==> src/rtl/ofa_pkg.sv <==
// Shared types and constants for the optical-flow frame accumulator.
package ofa_pkg;

    localparam int FRAME_LEN = 9;
    localparam int CNT_W     = $clog2(FRAME_LEN + 2);
    localparam int POS_W     = 32;
    localparam int DX_W      = 17;
    localparam int DY_W      = 16;
    localparam int PADDR_W   = 3;
    localparam int PDATA_W   = 32;

    localparam logic [7:0] HEADER_BYTE = 8'hFE;
    localparam logic [7:0] TAIL_BYTE   = 8'hAA;
    localparam logic [7:0] QUAL_RESET  = 8'd30;
    localparam logic       INVX_RESET  = 1'b1;

    // Register index, taken from paddr[2].
    localparam logic REG_QUAL = 1'b0;
    localparam logic REG_INVX = 1'b1;

    typedef enum logic [1:0] {
        CMD_BYTE  = 2'd0,
        CMD_EOF   = 2'd1,
        CMD_CLEAR = 2'd2,
        CMD_NONE  = 2'd3
    } t_cmd;

    typedef enum logic [2:0] {
        ST_NONE      = 3'd0,
        ST_OK        = 3'd1,
        ST_BAD_FRAME = 3'd2,
        ST_BAD_SUM   = 3'd3,
        ST_LOW_QUAL  = 3'd4
    } t_status;

    typedef logic [FRAME_LEN-1:0][7:0] t_frame;

    typedef struct packed {
        t_status                 status;
        logic                    accept;
        logic signed [DX_W-1:0]  dx;
        logic signed [DY_W-1:0]  dy;
    } t_check_res;

endpackage

==> src/rtl/optical_flow_frame_accumulator_core.sv <==
// Top level: input register, frame store and check, position accumulators, result register.
//
//  channel | signals                                   | direction
//  --------+-------------------------------------------+----------
//  in      | i_in_valid, o_in_ready, i_cmd, i_data_byte | request in
//  out     | o_out_valid, i_out_ready, o_pos_x, o_pos_y,| result out
//          | o_delta_x, o_delta_y, o_status             |
//  cfg     | psel, penable, pwrite, paddr, pwdata,      | APB
//          | prdata, pready                             |
//
// One request per cycle while no stalled result holds the core.
// Stage one is the input register; the frame check and the 32-bit position add
// sit between it and the result register and update state as the request moves on.
// Synchronous active-low reset clears control, counter, positions and deltas.
// A stalled result holds both stages; o_in_ready stays high while stage one can drain.
module optical_flow_frame_accumulator_core (
    input  logic                               i_clk,
    input  logic                               i_rst_n,
    input  logic                               i_in_valid,
    output logic                               o_in_ready,
    input  logic [1:0]                         i_cmd,
    input  logic [7:0]                         i_data_byte,
    output logic                               o_out_valid,
    input  logic                               i_out_ready,
    output logic signed [ofa_pkg::POS_W-1:0]   o_pos_x,
    output logic signed [ofa_pkg::POS_W-1:0]   o_pos_y,
    output logic signed [ofa_pkg::DX_W-1:0]    o_delta_x,
    output logic signed [ofa_pkg::DY_W-1:0]    o_delta_y,
    output logic [2:0]                         o_status,
    input  logic                               psel,
    input  logic                               penable,
    input  logic                               pwrite,
    input  logic [ofa_pkg::PADDR_W-1:0]        paddr,
    input  logic [ofa_pkg::PDATA_W-1:0]        pwdata,
    output logic [ofa_pkg::PDATA_W-1:0]        prdata,
    output logic                               pready
);
    import ofa_pkg::*;

    logic              r_in_valid;
    t_cmd              r_cmd;
    logic [7:0]        r_byte;
    logic              r_out_valid;
    logic [POS_W-1:0]  r_pos_x, r_pos_y, n_pos_x, n_pos_y;
    logic [DX_W-1:0]   r_dx, n_dx;
    logic [DY_W-1:0]   r_dy, n_dy;
    logic [POS_W-1:0]  r_out_x, r_out_y;
    logic [DX_W-1:0]   r_out_dx;
    logic [DY_W-1:0]   r_out_dy;
    t_status           r_out_status, n_status;

    logic              advance, process, do_wr, do_eof, do_clear;
    logic [7:0]        qual_thr;
    logic              invert_x;
    t_frame            frame;
    logic              full;
    t_check_res        chk;

    assign advance    = !r_out_valid || i_out_ready;
    assign o_in_ready = !r_in_valid || advance;
    assign process    = r_in_valid && advance;
    assign do_wr      = process && (r_cmd == CMD_BYTE);
    assign do_eof     = process && (r_cmd == CMD_EOF);
    assign do_clear   = process && (r_cmd == CMD_CLEAR);

    ofa_cfg_regs u_cfg (
        .i_clk      (i_clk),
        .i_rst_n    (i_rst_n),
        .psel       (psel),
        .penable    (penable),
        .pwrite     (pwrite),
        .paddr      (paddr),
        .pwdata     (pwdata),
        .prdata     (prdata),
        .pready     (pready),
        .o_qual_thr (qual_thr),
        .o_invert_x (invert_x)
    );

    ofa_frame_buf u_buf (
        .i_clk   (i_clk),
        .i_rst_n (i_rst_n),
        .i_wr    (do_wr),
        .i_eof   (do_eof),
        .i_byte  (r_byte),
        .o_frame (frame),
        .o_full  (full)
    );

    ofa_frame_check u_chk (
        .i_frame    (frame),
        .i_full     (full),
        .i_qual_thr (qual_thr),
        .i_invert_x (invert_x),
        .o_res      (chk)
    );

    always_comb begin
        n_pos_x  = r_pos_x;
        n_pos_y  = r_pos_y;
        n_dx     = r_dx;
        n_dy     = r_dy;
        n_status = ST_NONE;
        if (do_clear) begin
            n_pos_x = '0;
            n_pos_y = '0;
        end else if (do_eof) begin
            n_status = chk.status;
            if (chk.accept) begin
                n_dx    = chk.dx;
                n_dy    = chk.dy;
                n_pos_x = r_pos_x + {{(POS_W-DX_W){chk.dx[DX_W-1]}}, chk.dx};
                n_pos_y = r_pos_y + {{(POS_W-DY_W){chk.dy[DY_W-1]}}, chk.dy};
            end
        end
    end

    always_ff @(posedge i_clk) begin
        if (!i_rst_n) begin
            r_in_valid  <= 1'b0;
            r_out_valid <= 1'b0;
            r_pos_x     <= '0;
            r_pos_y     <= '0;
            r_dx        <= '0;
            r_dy        <= '0;
        end else begin
            if (o_in_ready) begin
                r_in_valid <= i_in_valid;
            end
            if (advance) begin
                r_out_valid <= r_in_valid;
            end
            if (process) begin
                r_pos_x <= n_pos_x;
                r_pos_y <= n_pos_y;
                r_dx    <= n_dx;
                r_dy    <= n_dy;
            end
        end
    end

    always_ff @(posedge i_clk) begin
        if (i_in_valid && o_in_ready) begin
            r_cmd  <= t_cmd'(i_cmd);
            r_byte <= i_data_byte;
        end
        if (process) begin
            r_out_x      <= n_pos_x;
            r_out_y      <= n_pos_y;
            r_out_dx     <= n_dx;
            r_out_dy     <= n_dy;
            r_out_status <= n_status;
        end
    end

    assign o_out_valid = r_out_valid;
    assign o_pos_x     = r_out_x;
    assign o_pos_y     = r_out_y;
    assign o_delta_x   = r_out_dx;
    assign o_delta_y   = r_out_dy;
    assign o_status    = r_out_status;

endmodule

==> src/rtl/ofa_cfg_regs.sv <==
// APB configuration registers: quality threshold and x inversion.
module ofa_cfg_regs (
    input  logic                        i_clk,
    input  logic                        i_rst_n,
    input  logic                        psel,
    input  logic                        penable,
    input  logic                        pwrite,
    input  logic [ofa_pkg::PADDR_W-1:0] paddr,
    input  logic [ofa_pkg::PDATA_W-1:0] pwdata,
    output logic [ofa_pkg::PDATA_W-1:0] prdata,
    output logic                        pready,
    output logic [7:0]                  o_qual_thr,
    output logic                        o_invert_x
);
    import ofa_pkg::*;

    logic [7:0] r_qual_thr;
    logic       r_invert_x;
    logic       wr_en;

    assign pready = 1'b1;
    assign wr_en  = psel && penable && pwrite && pready;

    always_ff @(posedge i_clk) begin
        if (!i_rst_n) begin
            r_qual_thr <= QUAL_RESET;
            r_invert_x <= INVX_RESET;
        end else if (wr_en) begin
            if (paddr[2] == REG_QUAL) begin
                r_qual_thr <= pwdata[7:0];
            end else begin
                r_invert_x <= pwdata[0];
            end
        end
    end

    always_comb begin
        if (paddr[2] == REG_QUAL) begin
            prdata = {{(PDATA_W-8){1'b0}}, r_qual_thr};
        end else begin
            prdata = {{(PDATA_W-1){1'b0}}, r_invert_x};
        end
    end

    assign o_qual_thr = r_qual_thr;
    assign o_invert_x = r_invert_x;

endmodule

==> src/rtl/ofa_frame_buf.sv <==
// Frame byte store with saturating byte counter.
module ofa_frame_buf (
    input  logic            i_clk,
    input  logic            i_rst_n,
    input  logic            i_wr,
    input  logic            i_eof,
    input  logic [7:0]      i_byte,
    output ofa_pkg::t_frame o_frame,
    output logic            o_full
);
    import ofa_pkg::*;

    logic [CNT_W-1:0] r_count;
    t_frame           r_frame;

    always_ff @(posedge i_clk) begin
        if (!i_rst_n) begin
            r_count <= '0;
        end else if (i_eof) begin
            r_count <= '0;
        end else if (i_wr && (r_count <= CNT_W'(FRAME_LEN))) begin
            r_count <= r_count + CNT_W'(1);
        end
    end

    for (genvar g = 0; g < FRAME_LEN; g++) begin : g_byte
        always_ff @(posedge i_clk) begin
            if (i_wr && (r_count == CNT_W'(g))) begin
                r_frame[g] <= i_byte;
            end
        end
    end

    assign o_frame = r_frame;
    assign o_full  = (r_count == CNT_W'(FRAME_LEN));

endmodule

==> src/rtl/ofa_frame_check.sv <==
// Frame validation and delta extraction.
module ofa_frame_check (
    input  ofa_pkg::t_frame     i_frame,
    input  logic                i_full,
    input  logic [7:0]          i_qual_thr,
    input  logic                i_invert_x,
    output ofa_pkg::t_check_res o_res
);
    import ofa_pkg::*;

    logic [7:0]      sum;
    logic [DX_W-1:0] dx_ext;
    logic            bad_frame;

    assign bad_frame = !i_full || (i_frame[0] != HEADER_BYTE)
                       || (i_frame[FRAME_LEN-1] != TAIL_BYTE);
    assign sum    = i_frame[2] + i_frame[3] + i_frame[4] + i_frame[5];
    assign dx_ext = {i_frame[3][7], i_frame[3], i_frame[2]};

    always_comb begin
        o_res.dx     = i_invert_x ? -dx_ext : dx_ext;
        o_res.dy     = {i_frame[5], i_frame[4]};
        o_res.accept = 1'b0;
        priority if (bad_frame) begin
            o_res.status = ST_BAD_FRAME;
        end else if (sum != i_frame[6]) begin
            o_res.status = ST_BAD_SUM;
        end else if (i_frame[7] <= i_qual_thr) begin
            o_res.status = ST_LOW_QUAL;
        end else begin
            o_res.status = ST_OK;
            o_res.accept = 1'b1;
        end
    end

endmodule

==> config.mk <==
export PLATFORM = sky130hd
export DESIGN_NAME = optical_flow_frame_accumulator_core
export DESIGN_NICKNAME = d
export VERILOG_FILES = /design/src/rtl/ofa_pkg.sv /design/src/rtl/optical_flow_frame_accumulator_core.sv /design/src/rtl/ofa_cfg_regs.sv /design/src/rtl/ofa_frame_buf.sv /design/src/rtl/ofa_frame_check.sv
export SDC_FILE = /design/constraint.sdc
export NUM_CORES = 1
export LEC_CHECK = 0
export BUFFER_PORTS_ARGS = -buffer_cell sky130_fd_sc_hd__buf_2
export CAP_MARGIN = 0
export CORE_MARGIN = 10
export CORE_UTILIZATION = 45
export DETAILED_ROUTE_END_ITERATION = 16
export PLACE_DENSITY_LB_ADDON = 0.12
export SETUP_SLACK_MARGIN = 0.2
export SLEW_MARGIN = 10
export SYNTH_ARGS = -nofsm -noshare
export SYNTH_HDL_FRONTEND = slang
export SYNTH_SLANG_ARGS = --single-unit
==> constraint.sdc <==
create_clock -name i_clk -period 5.5 [get_ports i_clk]
set_input_delay 0.275 -clock i_clk [delete_from_list [all_inputs] [get_ports i_clk]]
set_output_delay 0.275 -clock i_clk [all_outputs]
set_load 0.02 [all_outputs]
* Yosys cells after proc, flatten, opt, wreduce, memory -nomap -nowiden *
Cells that the tools add are included.
Widths: inputs -> output; s select.

word-level totals
  logic and storage cells = 102
  bits in writable memories = 0
  input port bits = 52
  bits in registers = 286
  memory bits (read-only) = 0
  output and inout bits = 135
  memories = 0
  bits in latches = 0

cells by class
  reduce and logical (&&, ||, !) cells = 31
  multiply operators = 0
  add/sub/neg operators = 7
  equality and inequality tests = 13
  muxes and demuxes = 20
  divide/modulo/power cells = 0
  bitwise gates (word level) = 3
  shifts and indexed selects = 0
  magnitude comparators = 2

operators by type and width
  kind                 count
  $mux 32              6
  $mux 17              4
  $add 32x32->32       2
  $mux 16              3
  $add 8x8->8          3
  $neg 17->17          1
  $eq 4x3->1 const B   4
  $logic_and 1x1->1    16
  $ne 8x8->1 const B   2
  $eq 4x2->1 const B   2
  $eq 4x4->1 const B   2
  $le 8x8->1           1
  $mux 8               1
  $ne 8x8->1           1
  $add 4x1->4 const B  1
  $le 4x4->1 const B   1
  $logic_not 4->1      1
  $logic_or 1x1->1     4
  $mux 2               2
  $reduce_and 2->1     2
  $reduce_or 2->1      2
  $reduce_or 4->1      1
  $logic_not 1->1      3
  $mux 1               3
  other kinds (6)      8

* Logic depth before layout (Yosys ltp) *
Gate-level depths: netlist of the first run.

  word-level depth = 9
  depth in mapped cells = 17
  gate-level depth less buffers = 16

* Hierarchy *
Synthesis of the first run repeated with hierarchy kept, for this count alone.

second synthesis, totals
  cell total of the unflattened synthesis = 1466
  area total of the unflattened synthesis = 15265.9 um2

by module, submodules not included
  module                               times used  area each (um2)  cells each  seq. area each (um2)
  optical_flow_frame_accumulator_core  1           10677.7          1113        5285.1
  ofa_frame_buf                        1           2521.2           115         2242.2
  ofa_frame_check                      1           1410.1           162         0.0
  ofa_cfg_regs                         1           656.9            76          180.2

* Worst setup path after synthesis of the first run *
No wires, ideal clock.

  kind = reg2reg
  from = reg u_buf.r_frame, in the netlist u_buf.o_frame[18]
  to = reg r_out_x[31], in the netlist o_pos_x[31], data pin
  slack = 0.800 ns
  period minus slack after synthesis = 4.700 ns
  arrival = 4.443 ns
  cell stages (with the launch flop) = 16
  library setup time = 0.258 ns
  path buffers = 1
  data required time = 5.242 ns
  cell sequence = edfxtp_1 > or3_4 > or3b_4 > or4_4 > o41ai_2 > mux2i_1 > ha_1 > clkbuf_1 > nand4_1 > o211ai_1 > nor2b_1 > a21oi_1 > a21oi_1 > o21ai_0 > mux2_4 > mux2i_1

between the ends
  word-level cells in the longest chain between the ends = 9
  elaborated cells on any way between the ends = 12
  those cells by class = 5 x add/sub; 1 x eq/ne; 6 x mux

RTL lines
  element                           line                                        text
  start: declaration                ofa_frame_buf.sv:14                         t_frame r_frame;
  start signal: indexed assignment  ofa_frame_buf.sv:29                         r_frame[g] <= i_byte;
  $add 8x8->8 (3 in a row)          ofa_frame_check.sv:17                       assign sum = i_frame[2] + i_frame[3] + i_frame[4] + i_frame[5];
  $ne 8x8->1                        ofa_frame_check.sv:26                       end else if (sum != i_frame[6]) begin
  $mux 1                            ofa_frame_check.sv:26
  $mux 1                            ofa_frame_check.sv:24                       priority if (bad_frame) begin
  $mux 32 *                         optical_flow_frame_accumulator_core.sv:109  if (chk.accept) begin
  $mux 32 *                         optical_flow_frame_accumulator_core.sv:107  end else if (do_eof) begin
  $mux 32 *                         optical_flow_frame_accumulator_core.sv:104  if (do_clear) begin
  net n_pos_x[31]                   optical_flow_frame_accumulator_core.sv:44   logic [POS_W-1:0] r_pos_x, r_pos_y, n_pos_x, n_pos_y;
  end signal: assignment            optical_flow_frame_accumulator_core.sv:148  r_out_x <= n_pos_x;
  end: declaration                  optical_flow_frame_accumulator_core.sv:47   logic [POS_W-1:0] r_out_x, r_out_y;

The timed path passes the listed nets; every way through them passes the cells marked *.
A chain may end at the register's enable or synchronous reset.

* Worst setup path in the final report of the first run *
Ends and elaborated chain as after synthesis.

==> results of run 1 <==
-- timing repair --
| item | CTS | global route |
|---|---|---|
| endpoints found under the hold margin | 21 | 0 |
| setup endpoints to repair | 0 | 0 |
| hold buffers | 20 | 0 |
-- critical path, stage by stage, from the launching register on --
cell,delay [ns]
edfxtp_1,0.49
or3_4,0.42
or3b_4,0.43
or4_4,0.51
o31ai_1,0.25
xnor2_1,0.23
inv_1,0.08
ha_1,0.45
nand4_1,0.13
o211ai_1,0.22
nor2b_1,0.07
a21oi_1,0.49
a21oi_1,0.18
o21ai_0,0.25
mux2_4,0.34
mux2i_1,0.12
-- how the worst max path moves through the flow --
stage                            from          end  slack, ns  cells past startpoint
floorplan           u_buf.o_frame[18]  o_pos_x[31]       0.80                     15
global placement    u_buf.o_frame[18]  o_pos_x[31]       0.66                     15
detailed placement  u_buf.o_frame[18]  o_pos_x[31]       0.67                     15
CTS                 u_buf.o_frame[18]  o_pos_x[31]       0.64                     15
global route        u_buf.o_frame[18]  o_pos_x[31]       0.25                     15
finish              u_buf.o_frame[18]  o_pos_x[31]       0.60                     15
-- cell usage in the layout, fill, tap and decap left out, types with 32 or more instances in the layout --
master       n
nand2_1    161
nor3_1      48
nand3_1     32
nor2_1     128
dfxtp_1    112
a21oi_1     97
ha_1        83
edfxtp_1   174
buf_2      135
a21o_1      35
and2_1      59
clkbuf_16   34
xnor2_1     37
inv_1       56
o21ai_0     68
-- layout make-up --
cell class	count	area share
sequential	286	0.4300
clock inverter	7	0.005332
timing repair buffer	169	0.05793
inverter	58	0.01268
tap	442	0.03185
multi-input combinational	1078	0.4039
clock buffer	50	0.05822
-- routing by layer --
metal  vias to the layer above  share of wire  GRT usage
met4                         2          0.020    0.04396
met3                        54          0.056    0.03487
met1                      5336           0.45     0.2373
li1                       5578              -          -
met5                         -        0.00028          0
met2                       263           0.47     0.3094
-- sequential cells by signal (all words and copies together) (netlist names) --
signal and cells:
o_pos_y 32, u_cfg.o_qual_thr 8, o_pos_x 32, u_cfg.o_invert_x 1, r_cmd 2, o_out_valid 1
r_byte 8, r_dy 16, r_dx 17, r_in_valid 1, r_pos_x 32, o_status 3
u_buf.r_count 4, u_buf.o_frame 64, o_delta_y 16, r_pos_y 32, o_delta_x 17
-- power by group --
part / total [mW] / switching [mW] / internal [mW]
combinational: 0.188 / 0.137 / 0.0517
sequential: 2.32 / 0.0206 / 2.30
clock: 2.20 / 0.854 / 1.34
-- through the flow --
step | power (mW) | instance area (sq um) | utilization
final | 4.710 | 17360 | 0.5310
after global routing | 4.862 | 17360 | 0.5310
after CTS | 4.769 | 17360 | 0.5310
after detailed placement | 2.550 | 16060 | 0.4911
after global placement | 2.547 | 16060 | 0.4911
after floorplan | 2.489 | 15100 | -
-- cells by family after synthesis --
logic type / count (synthesis)
fa+ha+maj: 99
other cells: 2
compound gates: 317
flops: 286
simple gates: 535
buf+inv: 141
mux: 34
xor+xnor: 68
==> flow_summary.yaml, run 1 <==
status:
  outcome: "complete, no violations"
clocking:
  clockRootBuffer: "clkbuf_16"
  h-tree-depth: 1
  cts_resized: 0
  ctsLongestPathBuffers: 3
  cts_tree: "yes"
  clkTransAtPathRegs_ns: 0.06
  post_cts_buffers: 0
  cts_buffers: 31
  insertion_delay_ns: 0.56
  cts_sinks: 286
detailed_routing:
  drt_iter0_drc: 726
  finalWirelength_um: 38720
  dr.pass1.iters: 5
  wire_per_inst_um: 18.53
  drcViolationCount: 0
  via_count: 11230
  drtAntennaViolNets: 0
  via_per_inst: 5.375
power:
  power_density_mw_per_mm2: 271.2
  peakVddDrop_uv: 226.8
  p_leak_nw: 7.385
floorplan:
  coreArea_sq_mm: 0.03270
  fp.dieArea_sq_mm: 0.04108
  start_util: 0.4592
  io_pins: 187
  fp.dieW_um: 202.7
  core.rowCount: 66
  die_h_um: 202.7
placed_design:
  gp_congestion: 0.8729
  dp_hpwl_um: 28060
  dp_slack_ns: 0.6650
  numPortBuffers: 135
  placedCellCount: 2013
setup_path:
  r2r_end: "o_pos_x[31]"
  critPathCaptureType: "flop"
  required_ns: 5.81
  r2r_start: "u_buf.o_frame[18]"
  path_class: "flop to flop"
  r2r_slack_ns: 0.60
  reg2reg_depth: 15
  crit_fanout: 9
  critPathLaunchType: "flop"
  worstPathArrival_ns: 5.21
finish:
  multi_input_area_sq_mm: 0.007014
  register_area_sq_mm: 0.007467
  area_growth_pct: 15.63
  instances_no_fill: 2090
  nets: 1775
  drive_above_1_share: 0.1323
  diodes: 0
  fillers: 3057
worst_hold_path:
  hp-class: "input pin to flop"
  worstHoldEndpoint: "u_cfg.o_invert_x"
  worstHoldPathCells: 4
  hold_path.startpoint: "penable"
synthesis:
  ys_ff_latch: 286
  synth_most_common_cell: "edfxtp_1"
  syn_inst: 1482
  synth_warnings: 0
  synth_compound_area_frac: 0.1346
  avgSynthCellArea_sq_um: 10.13
  synthAdderAreaFrac: 0.09048
  synth_edf_count: 174
  syn-cell-area_sq_mm: 0.01502
  async_flop_share: 0
  synth-simple-area-share: 0.1728
  synth-xor-area-share: 0.03966
  synth_ff_type: "edfxtp_1"
  synth_top_area_frac: 0.3479
  yosysUniqueCellTypes: 70
  synth_area_leader_cell: "edfxtp_1"
  yosys-mux-area-fraction: 0.02316
  ys_top_cells_by_count: "edfxtp_1, nand2_1, nor2_1"
  synth_top_family_by_area: "simple AND/OR/NAND/NOR gates"
  synthTopCellsByArea: "edfxtp_1, dfxtp_1, ha_1, nand2_1, a21oi_1"
  ys_seq_area_frac: 0.4973
flow_run:
  timing.max_cap.violations: 0
global_route:
  grt_max_degree: 77
  grt_pass1_wl_um: 61330
  grt_overflow: 0
  antenna_found_initial: 2
  grt_pass1_vias: 11170
  grt_use_total: 0.1832
timing:
  setup_slack_ns: 0.5952
  timing.final.hold_violations: 0
  worst_slew_pin_slew_ns: 1.003
  finalClockSkew_ns: 0.01102
  slew_headroom: 0.3262
  fmaxAchievable_mhz: 203.9
  tns_ns: 0
  fin_crit_ns: 4.905
  finalSetupViolCount: 0
  fin_hold_ws_ns: 0.08627
  drv_slew: 0
  fin_crit_sh: 0.8918
  rsz0062_at_grt: "false"
Power figures use the tool's default switching activity.
==> inputs of run 2 (changes only) <==
clock period = 3.95 ns   (was 5.5 ns; I/O delays follow)
==> run 2 against run 1 <==
The flow now finishes with violations (setup timing); sequential share of layout area fell by 9.9 points; non-clock buffer count rose by 288; critical endpoint is now o_pos_y[24]; final cell count rose by 14%; largest cell class is now multi-input gates; total power rose by 34%; critical path type unchanged; hold slack got worse by 0.042 ns.
==> flow_summary.yaml, run 2 (synthesis results as in run 1) <==
setup_path:
  critPathCaptureType: "flop"
  cpMostUsedCell: "buf_6"
  path_cells: "buf_6 > fa_1 > inv_1 > fa_1 > inv_1 > ha_2 > fa_2 > a21o_1 > a21oi_2 > xnor2_2 > nor4_4 > buf_4 > buf_6 > buf_6 > and3_4 > and2_4 > buf_12 > mux2i_4 > nor2_1"
  cp_slowest_cell: "fa_1"
  required_ns: 4.26
  crit_fanout: 5
  critPathLaunchType: "flop"
  worstPathArrival_ns: 4.70
  path_class: "flop to flop"
  critPathMaxStageDelay_ns: 0.49
timing:
  finalClockSkew_ns: 0.02254
  finalSetupViolCount: 197
  rsz0062_at_grt: "true"
  fin_hold_ws_ns: 0.04446
  slew_headroom: 0.3294
  fmaxAchievable_mhz: 227.5
  setup_slack_ns: -0.4457
  worst_slew_pin_slew_ns: 0.9982
  timing.final.hold_violations: 0
  fin_crit_sh: 1.113
  drv_slew: 0
  fin_crit_ns: 4.396
  tns_ns: -50.35
global_route:
  grt_use_total: 0.2105
  grt_pass1_vias: 12830
  grt_max_degree: 44
  antenna_found_initial: 0
  grt_overflow: 0
  grt_pass1_wl_um: 70320
placed_design:
  dp_slack_ns: -0.4583
  dp_hpwl_um: 30840
  placedCellCount: 2200
  place_area_sq_mm: 0.01772
  numPortBuffers: 135
  gp_congestion: 0.8947
clocking:
  clkTransAtPathRegs_ns: 0.06
  cts_buffers: 30
  cts_tree: "yes"
  h-tree-depth: 1
  cts_sinks: 286
  ctsLongestPathBuffers: 3
  clockRootBuffer: "clkbuf_16"
  insertion_delay_ns: 0.59
finish:
  diodes: 0
  final_cell_mix: "buf_4, edfxtp_1, buf_2"
  nets: 2062
  fillers: 2399
  drive_above_1_share: 0.4300
  fin_util: 0.6890
  register_area_sq_mm: 0.007467
  final_common_cell: "buf_4"
  largest_reg_flops: 64
  multi_input_area_sq_mm: 0.009341
  instances_no_fill: 2377
  fin_area_sq_mm: 0.02253
  area_growth_pct: 50.04
detailed_routing:
  drt_iter0_drc: 661
  wire_per_inst_um: 19.39
  drtAntennaViolNets: 0
  dr.pass1.iters: 5
  finalWirelength_um: 46100
  via_count: 12770
  drcViolationCount: 0
  via_per_inst: 5.371
floorplan:
  start_util: 0.4592
  fp.dieArea_sq_mm: 0.04108
  coreArea_sq_mm: 0.03270
  fp.dieW_um: 202.7
  core.rowCount: 66
  die_h_um: 202.7
  io_pins: 187
power:
  p_leak_nw: 9.454
  peakVddDrop_uv: 349.1
  power_density_mw_per_mm2: 280.0
  power.total_mw: 6.310
worst_hold_path:
  hp-class: "input pin to flop"
status:
  violations: "setup timing"
  outcome: "finished, violations left"
flow_run:
  timing.max_cap.violations: 0
run 2: cell count changes in the layout (fill, tap and decap cells not counted), moves of 31 or more:
cell / change
a21oi_1: -46
buf_4: +180
buf_6: +62
nand2_1: -65
nand2_4: +43
nor2_1: -40
nor3_1: -31
o21ai_0: -31
run 2: critical path: cells and delay by family (launching register included):
kind	cells	cell delay (ns)
simple gates	4	0.73
buf+inv	7	0.71
mux	1	0.25
xor+xnor	1	0.11
flops	1	0.40
fa+ha+maj	4	1.51
compound gates	2	0.39
run 2: worst paths after layout:
path,slack (ns),start,end,cells past startpoint
worst max-delay path,-0.45,u_buf.o_frame[17],o_pos_y[24],19
worst min register to register,0.46,u_cfg.o_qual_thr[5],u_cfg.o_qual_thr[5],2
worst min-delay path,0.04,i_rst_n,u_cfg.o_invert_x,2
worst max register to register,-0.45,u_buf.o_frame[17],o_pos_y[24],19
run 2: where the power goes:
part | switching (mW) | internal (mW)
clock network | 1.21 | 1.55
registers | 0.0290 | 3.21
logic | 0.219 | 0.0949
run 2: cell type report:
| class | count | share of cell area |
|---|---|---|
| clock buffer | 45 | 0.03765 |
| clock inverter | 11 | 0.004887 |
| inverter | 58 | 0.009773 |
| multi-input combinational | 1078 | 0.4146 |
| sequential | 286 | 0.3314 |
| tap | 442 | 0.02454 |
| timing repair buffer | 457 | 0.1771 |
run 2: repair_timing:
action                                  in CTS  in global routing
pin swaps                                  120                 85
endpoints found under the setup margin     197                197
hold buffers                                22                  0
gates cloned                                14                  0
endpoints found under the hold margin       21                  0
gates resized for setup                    365                227
setup buffers                               42                 43
run 2: metal layers:
metal  GRT usage  share of wire
met4     0.05382          0.020
met3     0.02866          0.044
met1      0.2705           0.42
met2      0.3653           0.51
met5           0              0
==> inputs of run 3 (changes only) <==
CORE_UTILIZATION = 35   (was 45)
==> run 3 against run 2 <==
The run still ends with setup timing left; core utilization shrank 15 points; final cell count increased by 4.7%; clock power increased by 18%; critical endpoint is now o_pos_y[23].
==> flow_summary.yaml, run 3 (synthesis results as in run 1) <==
power:
  peakVddDrop_uv: 264.1
  power_density_mw_per_mm2: 299.3
  power.total_mw: 6.822
  p_leak_nw: 9.572
finish:
  nets: 2075
  final_common_cell: "buf_4"
  instances_no_fill: 2489
  largest_reg_flops: 64
  final_cell_mix: "buf_4, edfxtp_1, buf_2"
  fin_util: 0.5399
  diodes: 0
  area_growth_pct: 51.81
  drive_above_1_share: 0.4287
detailed_routing:
  via_count: 12760
  via_per_inst: 5.127
  drtAntennaViolNets: 0
  dr.pass1.iters: 5
  drcViolationCount: 0
  drt_iter0_drc: 771
  wire_per_inst_um: 18.96
  finalWirelength_um: 47200
placed_design:
  gp_congestion: 0.8901
  numPortBuffers: 135
  placedCellCount: 2311
  dp_slack_ns: -0.4805
  dp_hpwl_um: 32390
setup_path:
  r2r_end: "o_pos_y[23]"
  worstPathArrival_ns: 4.61
  crit_fanout: 5
  critPathLaunchType: "flop"
  required_ns: 4.21
  path_cells: "fa_1 > inv_2 > fa_1 > inv_1 > ha_2 > fa_2 > a21o_1 > a21oi_2 > xnor2_2 > nor4_4 > buf_4 > and4_4 > buf_12 > buf_12 > buf_8 > mux2i_4 > nor2_1"
  r2r_slack_ns: -0.40
  critPathMaxStageDelay_ns: 0.58
  cp_slowest_cell: "fa_1"
  worstSetupStartpoint: "u_buf.o_frame[33]"
  r2r_start: "u_buf.o_frame[33]"
  critical_path_depth: 17
  reg2reg_depth: 17
  path_class: "flop to flop"
  cp_top_family: "adder cells"
  path_buf_inv: 6
  critPathCaptureType: "flop"
  endpoint: "o_pos_y[23]"
clocking:
  cts_tree: "yes"
  clockRootBuffer: "clkbuf_16"
  ctsLongestPathBuffers: 3
  cts_buffers: 35
  h-tree-depth: 2
  clkTransAtPathRegs_ns: 0.06
  cts_sinks: 286
  insertion_delay_ns: 0.55
global_route:
  grt_max_degree: 45
  grt_pass1_vias: 12750
  grt_pass1_wl_um: 71980
  grt_overflow: 0
  grt_use_total: 0.1776
  antenna_found_initial: 0
timing:
  fin_hold_ws_ns: 0.2017
  fin_crit_ns: 4.351
  fmaxAchievable_mhz: 229.9
  rsz0062_at_grt: "true"
  slew_headroom: 0.2825
  finalSetupViolCount: 197
  drv_slew: 0
  timing.final.hold_violations: 0
  fin_crit_sh: 1.101
  setup_slack_ns: -0.4005
  worst_slew_pin_slew_ns: 1.068
  finalClockSkew_ns: 0.01636
status:
  outcome: "finished, violations left"
  violations: "setup timing"
floorplan:
  start_util: 0.3556
  fp.dieW_um: 227.1
  fp.dieArea_sq_mm: 0.05159
  coreArea_sq_mm: 0.04223
  io_pins: 187
  core.rowCount: 75
  die_h_um: 227.1
flow_run:
  timing.max_cap.violations: 0
worst_hold_path:
  hp-class: "input pin to flop"
run 3: cell count changes in the layout (fill, tap and decap cells not counted), sizes merged:
cell and change:
inv +2, clkinvlp -3, dlygate4sd3 -1, buf +8
bufbuf +1, bufinv +2, clkbuf +6
run 3: how the worst min path moves through the flow:
| stage | from | to | slack (ns) | cells past startpoint |
|---|---|---|---|---|
| global route | penable | u_cfg.o_qual_thr[5] | 0.23 | 5 |
| global placement | i_data_byte[3] | r_byte[3] | 0.38 | 1 |
| floorplan | i_data_byte[0] | r_byte[0] | 0.30 | 0 |
| CTS | penable | u_cfg.o_qual_thr[0] | 0.18 | 5 |
| detailed placement | i_data_byte[2] | r_byte[2] | 0.38 | 1 |
| finish | penable | u_cfg.o_qual_thr[6] | 0.20 | 5 |
run 3: what timing repair did:
action                                  4_1_cts  5_1_grt
endpoints found under the setup margin      197      197
cloned                                       13        0
setup buffers                                59       22
hold endpoints to repair                     21        0
pin swaps                                   124       74
hold buffers                                 21        0
gates resized for setup                     405      165
run 3: final cells by class:
class / instances / area (sq um)
Inverter: 58 / 220.2
Fill cell: 3679 / 19430
Timing Repair Buffer: 465 / 4071
Clock buffer: 51 / 996.0
Sequential cell: 286 / 7467
Tap cell: 539 / 674.4
Multi-Input combinational cell: 1078 / 9204
Clock inverter: 12 / 163.9
run 3: stage by stage:
step / instance area [sq um] / setup TNS, ns
floorplan: 15450 / -2.300
global placement: 17940 / -40.89
detailed placement: 17940 / -43.48
CTS: 21890 / -31.99
global route: 22800 / -72.38
finish: 22800 / -46.29
run 3: where the power goes:
part           internal (mW)  switching [mW]
sequential              3.21          0.0309
combinational         0.0953           0.221
clock                   1.96            1.31
run 3: worst register-to-register path, cell delays in order (launching register included):
cell and delay [ns]:
edfxtp_1 0.44, fa_1 0.58, inv_2 0.05, fa_1 0.47
inv_1 0.04, ha_2 0.19, fa_2 0.36, a21o_1 0.21
a21oi_2 0.21, xnor2_2 0.11, nor4_4 0.26, buf_4 0.18
and4_4 0.27, buf_12 0.14, buf_12 0.13, buf_8 0.12
mux2i_4 0.24, nor2_1 0.06
run 3: metal layers:
metal / wire length [um] / GRT usage / vias up
met5: 0 / 0 / -
met4: 1040 / 0.05181 / 0
met3: 2064 / 0.02574 / 61
met2: 23440 / 0.3028 / 246
met1: 20650 / 0.2294 / 6252
li1: - / - / 6201
